File: config.mk
export PLATFORM = sky130hd
export DESIGN_NAME = periodic_task_tick_scheduler
export DESIGN_NICKNAME = d
export VERILOG_FILES = /design/src/design/ptts_pkg.sv /design/src/design/periodic_task_tick_scheduler.sv /design/src/design/ptts_cell.sv
export SDC_FILE = /design/constraint.sdc
export NUM_CORES = 2
export LEC_CHECK = 0
export BUFFER_PORTS_ARGS = -buffer_cell sky130_fd_sc_hd__buf_4
export CORE_MARGIN = 8
export CORE_UTILIZATION = 47
export DETAILED_ROUTE_END_ITERATION = 8
export GPL_TIMING_DRIVEN = 0
export PLACE_DENSITY = 0.67
export SLEW_MARGIN = 5
export SYNTH_ARGS = -nofsm -noshare
export SYNTH_HDL_FRONTEND = slang
export SYNTH_SLANG_ARGS = --single-unit
export TNS_END_PERCENT = 100
File: constraint.sdc
create_clock -name clk -period 63.1 [get_ports clk]
set_input_delay 9.465 -clock clk [delete_from_list [all_inputs] [get_ports clk]]
set_output_delay 9.465 -clock clk [all_outputs]
set_load 0.005 [all_outputs]
File: src/design/ptts_pkg.sv
package ptts_pkg;
	localparam int TASK_SLOTS = 16;
	localparam int SLOT_W = 4;

	typedef enum logic [1:0] {
		OUT_LOAD = 2'd0,
		OUT_RAN = 2'd1,
		OUT_IDLE = 2'd2,
		OUT_OVERFLOW = 2'd3
	} outcome_t;

	typedef struct packed {
		logic        valid;
		logic [15:0] id;
		logic [15:0] burst;
		logic [15:0] period;
		logic [15:0] remaining;
		logic [31:0] release_t;
		logic [31:0] deadline;
	} slot_t;

	typedef struct packed {
		logic        found;
		logic [31:0] key;
		logic [15:0] id;
	} best_t;

	function automatic logic [31:0] sat_add32(input logic [31:0] a, input logic [15:0] b);
		logic [32:0] s;
		s = {1'b0, a} + {17'd0, b};
		return s[32] ? 32'hFFFF_FFFF : s[31:0];
	endfunction
endpackage

File: src/design/periodic_task_tick_scheduler.sv
// Channel | Beat signals       | Payload
// in      | in_valid/in_ready  | command, slot_index, task_id, burst_length, period_length
// out     | out_valid/out_ready| outcome, ran_id, tick_time
// cfg     | cfg_we             | cfg_data (policy_mode)
// The slots sit in a ring of sixteen cells that rotates one place per cycle while busy.
// A tick laps the ring to find the winner, then again to run it (not on overflow).
// A load takes one lap of the ring; the slot is written as it passes the head.
// The result waits in an output register; a stall holds it and the next beat.
// Reset clears the valid bits, the time counter and the mode.
module periodic_task_tick_scheduler (
	input  logic        clk,
	input  logic        arst_n,
	input  logic        cfg_we,
	input  logic        cfg_data,
	input  logic        in_valid,
	output logic        in_ready,
	input  logic        command,
	input  logic [3:0]  slot_index,
	input  logic [15:0] task_id,
	input  logic [15:0] burst_length,
	input  logic [15:0] period_length,
	output logic        out_valid,
	input  logic        out_ready,
	output logic [1:0]  outcome,
	output logic [15:0] ran_id,
	output logic [31:0] tick_time
);
	import ptts_pkg::*;

	typedef enum logic [1:0] {ST_IDLE, ST_SCAN, ST_RUN, ST_LOAD} state_t;

	state_t              state_q;
	logic                edf_q;
	logic [31:0]         time_q;
	logic [SLOT_W-1:0]   cnt_q;
	logic [SLOT_W-1:0]   tgt_q;
	logic [TASK_SLOTS-1:0] valid_q;
	slot_t               ld_q;
	best_t               best_q;
	logic [SLOT_W-1:0]   best_pos_q;
	slot_t               cells [TASK_SLOTS];
	slot_t               head;
	logic                shift;
	logic                head_valid;
	logic                ready_k;
	logic [31:0]         key;
	logic                go;

	assign shift = state_q != ST_IDLE;
	assign in_ready = state_q == ST_IDLE && !out_valid;
	assign go = in_valid && in_ready;

	always_comb begin
		head = cells[TASK_SLOTS-1];
		head.valid = valid_q[cnt_q];
	end

	genvar g;
	for (g = 0; g < TASK_SLOTS; g++) begin : g_cell
		ptts_cell u_cell (
			.clk       (clk),
			.shift     (shift),
			.load_here (g == 0 && state_q == ST_LOAD && cnt_q == tgt_q),
			.load_data (ld_q),
			.run_here  (g == 0 && state_q == ST_RUN && best_q.found && cnt_q == best_pos_q),
			.edf       (edf_q),
			.prev      ((g == 0) ? head : cells[(g == 0) ? 0 : g-1]),
			.slot      (cells[g])
		);
	end

	assign head_valid = valid_q[cnt_q];
	assign ready_k = head_valid && head.release_t <= time_q && head.remaining != 16'd0;
	assign key = edf_q ? head.deadline : {16'd0, head.period};

	always_ff @(posedge clk or negedge arst_n) begin
		if (!arst_n) begin
			state_q <= ST_IDLE;
			edf_q <= 1'b0;
			time_q <= '0;
			cnt_q <= '0;
			valid_q <= '0;
			out_valid <= 1'b0;
			best_q <= '0;
		end else begin
			if (cfg_we) begin
				edf_q <= cfg_data;
			end
			if (out_valid && out_ready) begin
				out_valid <= 1'b0;
			end
			if (shift) begin
				cnt_q <= cnt_q + 1'b1;
			end
			case (state_q)
				ST_IDLE: begin
					if (go) begin
						ld_q.valid <= 1'b1;
						ld_q.id <= task_id;
						ld_q.burst <= burst_length;
						ld_q.period <= period_length;
						ld_q.remaining <= burst_length;
						ld_q.release_t <= '0;
						ld_q.deadline <= {16'd0, period_length};
						tgt_q <= slot_index;
						tick_time <= time_q;
						ran_id <= '0;
						best_q <= '0;
						if (!command) begin
							state_q <= ST_LOAD;
						end else if (time_q == 32'hFFFF_FFFF) begin
							outcome <= OUT_OVERFLOW;
							out_valid <= 1'b1;
						end else begin
							state_q <= ST_SCAN;
						end
					end
				end
				ST_SCAN: begin
					if (ready_k && (!best_q.found || key < best_q.key)) begin
						best_q.found <= 1'b1;
						best_q.key <= key;
						best_q.id <= head.id;
						best_pos_q <= cnt_q;
					end
					if (cnt_q == SLOT_W'(TASK_SLOTS-1)) begin
						state_q <= ST_RUN;
					end
				end
				ST_RUN: begin
					if (cnt_q == SLOT_W'(TASK_SLOTS-1)) begin
						state_q <= ST_IDLE;
						outcome <= best_q.found ? OUT_RAN : OUT_IDLE;
						ran_id <= best_q.found ? best_q.id : 16'd0;
						time_q <= time_q + 32'd1;
						out_valid <= 1'b1;
					end
				end
				ST_LOAD: begin
					if (cnt_q == tgt_q) begin
						valid_q[cnt_q] <= 1'b1;
					end
					if (cnt_q == SLOT_W'(TASK_SLOTS-1)) begin
						state_q <= ST_IDLE;
						outcome <= OUT_LOAD;
						out_valid <= 1'b1;
					end
				end
				default: state_q <= ST_IDLE;
			endcase
		end
	end
endmodule

File: src/design/ptts_cell.sv
module ptts_cell (
	input  logic            clk,
	input  logic            shift,
	input  logic            load_here,
	input  ptts_pkg::slot_t load_data,
	input  logic            run_here,
	input  logic            edf,
	input  ptts_pkg::slot_t prev,
	output ptts_pkg::slot_t slot
);
	import ptts_pkg::*;

	slot_t slot_q;
	slot_t nxt;

	always_comb begin
		nxt = prev;
		if (load_here) begin
			nxt = load_data;
		end else if (run_here) begin
			if (prev.remaining == 16'd1) begin
				nxt.release_t = sat_add32(prev.release_t, prev.period);
				if (edf) begin
					nxt.deadline = sat_add32(prev.deadline, prev.period);
				end
				nxt.remaining = prev.burst;
			end else begin
				nxt.remaining = prev.remaining - 16'd1;
			end
		end
	end

	always_ff @(posedge clk) begin
		if (shift) begin
			slot_q <= nxt;
		end
	end

	assign slot = slot_q;
endmodule

## Word level (Yosys, flattened, before mapping)

Index checks and enable logic that the tools add are counted.

| word-level totals | value |
|---|---|
| output and inout port bits | 52 |
| bits in registers | 2,259 |

| cells by class | value |
|---|---|
| bitwise operators | 1 |
| reduce and logical (&&, ||, !) cells | 28 |
| $lt $le $gt $ge | 4 |
| multiplexer cells | 38 |
| eq/ne operators | 17 |
| add/subtract/negate cells | 5 |

Operator list:

| cell | count |
|---|---|
| $mux 80 | 2 |
| $mux 32 | 4 |
| $mux 49 | 2 |
| $pmux 49 s2 | 1 |
| $add 32x16->33 | 2 |
| $mux 16 | 4 |
| $mux 64 | 1 |
| $mux 48 | 1 |
| $add 32x1->32 const B | 1 |
| $eq 32x32->1 const B | 1 |
| $le 32x32->1 | 1 |
| $lt 32x32->1 | 1 |
| $pmux 16 s2 | 1 |
| $mux 2 | 10 |
| $eq 16x1->1 const B | 1 |
| $or 16x16->16 | 1 |
| $reduce_bool 16->1 | 1 |
| $sub 16x1->16 const B | 1 |
| $pmux 2 s3 | 2 |
| $logic_and 1x1->1 | 10 |
| $reduce_and 3->1 | 3 |
| $eq 4x4->1 | 2 |
| $ne 2x1->1 const B | 4 |
| $ne 2x2->1 const B | 4 |
| other kinds (20) | 32 |

## Logic depth before layout (Yosys ltp)

| depth | value |
|---|---|
| word-level depth | 7 |
| depth in mapped cells | 13 |

## Cells and area by module

Synthesis repeated with hierarchy kept, for this count alone.

| unflattened totals | value |
|---|---|
| cells, all modules | 14,744 |
| area total of the unflattened synthesis | 148,728.9 um^2 |

By module, submodules not included:

| module | area each (um^2) | instances | cells an instance |
|---|---|---|---|
| ptts_cell at g_cell[0].u_cell ... | 8,754.6 | 7 | 880 |
| ptts_cell at g_cell[2].u_cell ... | 8,579.5 | 7 | 860 |
| periodic_task_tick_scheduler | 10,114.7 | 1 | 841 |
| ptts_cell at g_cell[9].u_cell | 8,659.6 | 1 | 856 |
| ptts_cell at g_cell[1].u_cell | 8,615.8 | 1 | 867 |

## Worst setup path after synthesis

Ideal clock, no wire load.

| path | value |
|---|---|
| path type | reg2out |
| from | register state_q[0] |
| to | output in_ready |
| slack | -3,420 ps |
| data arrival time | 57,055 ps |
| stages on the path, launching flop included | 5 |
| path through | dfrtp_1 clkbuf_1 or2_2 clkbuf_1 nor2_1 |

| on the way | value |
|---|---|
| longest elaborated chain between the ends | 2 |

Ends and longest elaborated chain:

| what | line | RTL |
|---|---|---|
| start: declaration | periodic_task_tick_scheduler.sv:32 | `state_t state_q;` |
| start signal: assignment | periodic_task_tick_scheduler.sv:78 | `state_q <= ST_IDLE;` |
| start signal: assignment | periodic_task_tick_scheduler.sv:110 | `state_q <= ST_LOAD;` |
| start signal: assignment | periodic_task_tick_scheduler.sv:115 | `state_q <= ST_SCAN;` |
| $logic_not 2->1 | periodic_task_tick_scheduler.sv:50 | `assign in_ready = state_q == ST_IDLE && !out_valid;` |
| $logic_and 1x1->1 | periodic_task_tick_scheduler.sv:50 |  |
| end: declaration | periodic_task_tick_scheduler.sv:16 | `output logic in_ready,` |

Every way passes these cells.

## Final worst setup path

Same ends and word-level chain as after synthesis.

==> results.toml <==
[cts]
clock_latency_ns = 0.83
cts.clk_slew.worst_paths_ns = 0.06
cts_resized = 0
cts_setup_buffers = 0
cts-root-buf = "clkbuf_16"
cts_tree = "done"
htreeDepth = 4
cts_sinks = 2259
hold_buffers = 0
clockBufferDepth = 3
cts_buffers = 211

[synth]
async_reset_ff_share_pct = 4.65
syn_inst = 3615
synth_cell_types = 73
synth_nets = 3778
ys.flop_type = "edfxtp_1"
synthesis.yosys.warnings = 0
synth.avg_cell_area_um2 = 21.0
synth_edf_count = 2154
seq_area_frac_synth_pct = 88.8
ys_seq_elements = 2259
synthesis.area_um2 = 75800

[min_path]
hold_path_end = "g_cell[6].u_cell.slot[30]$_DFFE_PN_"
hold_start = "g_cell[5].u_cell.slot[30]$_DFFE_PN_"
hp-class = "reg -> reg"
hold_depth = 0

[sta]
finalClockSkew_ns = 0.0424
whs_ns = 0.382
worst_slew_pin_slew_ns = 1.37
setup_viol_count_final = 0
maxSlewViolCount = 0
fin_crit_ns = 13.94
finalSetupTns_ns = 0
finalHoldViolCount = 0
timing.slew.headroom_pct = 8.64
period_share_pct = 22.1
rsz0062_at_grt = "no"
fmax_mhz = 71.8

[floorplan]
start_util_pct = 47.2
coreArea_um2 = 160000
chipWidth_um = 417
rows = 147
io_pins = 111
die_y_um = 417
die_area_um2 = 174000

[critical_path]
ff2ff_setup_slack_ns = 57.42
path_cells = "clkbuf_1 -> or2_2 -> clkbuf_8 -> buf_16 -> buf_16 -> buf_16 -> nor2_1 -> buf_4"
critPathSlowestCell = "dfrtp_1"
cp_data_arrival_time_ns = 4.47
r2r_end = "g_cell[8].u_cell.slot[84]$_DFFE_PN_"
critical_path.top_delay_family = "buffers and inverters"
reg2reg_depth = 10
rr_startpoint = "state_q[0]$_DFFE_PN0P_"
startpoint = "state_q[0]$_DFFE_PN0P_"
end_kind = "output pin"
criticalPathCategory = "reg -> out"
crit_path_frequent_cell = "buf_16"
start_kind = "flop"
crit_buf_inv = 6
required_ns = 53.63
worstPathMaxFanout = 114
slowest_delay_ns = 0.61

[global_routing]
grt_pass1_vias = 31300
track_usage_pct = 14.0
grt-ovfl-total = 0
grt_max_degree = 124
grt_pass1_wl_um = 186000
antenna_found_initial = 7

[job]
maxCapViolations = 0

[power_and_ir_drop]
ir_drop_mv = 0.0334
p_leak_nw = 31.7
p_total_mw = 4.86
p_per_area_nw_per_um2 = 55.9

[layout]
drive_gt1_share_pct = 12.0
nets = 4124
layout-area-overhead-vs-synth_pct = 14.7
final_common_cell = "edfxtp_1"
mostFrequentLayoutCells = "edfxtp_1 (2,154), nand2_1 (333), clkbuf_16 (216), buf_4 (116), dfrtp_1 (105)"
final_area_um2 = 86900

[detailed_routing]
drt-pass1-iter-count = 8
via_per_inst = 5.05
vias = 31800
initialDrtViolationCount = 2972
drc = 0
routed_wl_um = 123000
wire_per_inst_um = 19.5
drt.antenna.violating_nets = 0

[placement]
dp_hpwl_um = 77400
io_buffers = 110
gp_congestion = 0.855
placed_area_um2 = 79900

[outcome]
status = "finished clean"
## area by class of cell
cell class / count / area [um2]
clock inverter: 133 / 1410
fill: 12100 / 73500
inverter: 83 / 312
buffer: 67 / 320
multi-input combinational: 1206 / 7840
tap: 2160 / 2700
antenna: 4 / 10.0
clock buffer: 256 / 5580
timing repair buffer: 133 / 1430
sequential: 2259 / 67300
## routing by layer
layer | track usage, % | share of wire, %
met4 | 6.35 | 4.4
met3 | 2.86 | 4.4
met1 | 19.9 | 46
met2 | 21.0 | 46
met5 | 0 | 0.022
## state kept, by name, indices dropped and copies added (netlist names)
name                count
best_q                 49
state_q                 2
ran_id                 16
cnt_q                   4
g_cell.u_cell.slot   2048
tick_time              32
tgt_q                   4
edf_q                   1
out_valid               1
outcome                 2
valid_q                16
time_q                 32
ld_q                   48
best_pos_q              4
## power by group
group          leakage (nW)  internal, mW  switching (mW)
Combinational          4.69         0.198           0.453
Clock                  3.40         0.732           0.528
Sequential             23.6          2.69           0.257
## worst max path at each step
stage                          end  slack (ns)  cells past startpoint
after floorplan           in_ready       27.18                      4
after global placement    in_ready       18.37                      5
after detailed placement  in_ready       49.82                      8
after CTS                 in_ready       48.94                      8
after global routing      in_ready       48.83                      8
final                     in_ready       49.16                      8
## stage by stage
| step | util, % | std cells | setup WS (ns) |
|---|---|---|---|
| after CTS | 54.2 | 6297 | 48.94 |
| after detailed placement | 49.8 | 5908 | 49.82 |
| after floorplan | - | 3615 | 27.18 |
| after global placement | 49.4 | 5885 | 18.37 |
| after global routing | 54.2 | 6297 | 48.83 |
| final | 54.2 | 6301 | 49.16 |
## worst register-to-register path, cell delays in order (launching register included)
cell	delay, ns
dfrtp_1	0.61
clkbuf_1	0.58
or2_2	0.24
clkbuf_8	0.49
buf_16	0.44
buf_16	0.41
buf_16	0.45
buf_16	0.43
buf_16	0.57
buf_16	0.53
buf_16	0.52
## synthesized netlist by cell type, types with 4 or more instances
cell      count  area (um2)
o21ai_0      80         400
or3_1         9        56.3
nand3_1      36         180
and3_1       24         150
dfrtp_1     105        2630
a21o_1       40         300
nor4b_1       4        35.0
o221ai_1     16         140
nor3_1       36         180
o21a_1        5        37.5
clkbuf_1     50         188
inv_1        83         312
nand2_1     333        1250
a211oi_1     15         113
and2_1       36         225
buf_2         4        20.0
o31a_1        4        35.0
a31oi_1      22         138
nand4_1      32         200
a211o_1       4        35.0
mux2i_1      54         541
nor2_1       71         267
edfxtp_1   2154       64700
ha_1        102        1280
mux2_2       14         158
buf_4         6        45.0
nor2b_1       7        43.8
a21oi_1      76         380
nand2b_1      7        43.8
mux4_2        5         113
o21bai_1      4        30.0
nor4_1       18         113
xor2_1       14         123
o22ai_1       6        37.5
o211ai_1     13        97.6
buf_6         4        45.0
or2_2         5        31.3
xnor2_1      49         429
## logic make-up after synthesis
group	Yosys count	share of synthesized area, %
AO/OA/AOI/OAI	325	2.76
XOR/XNOR	66	0.837
adder cells (fa/ha/maj)	104	1.74
buffers and inverters	150	0.819
flip-flops	2259	88.8
multiplexers	73	1.07
AND/OR/NAND/NOR	638	3.92
(Power assumes the default switching activity.)
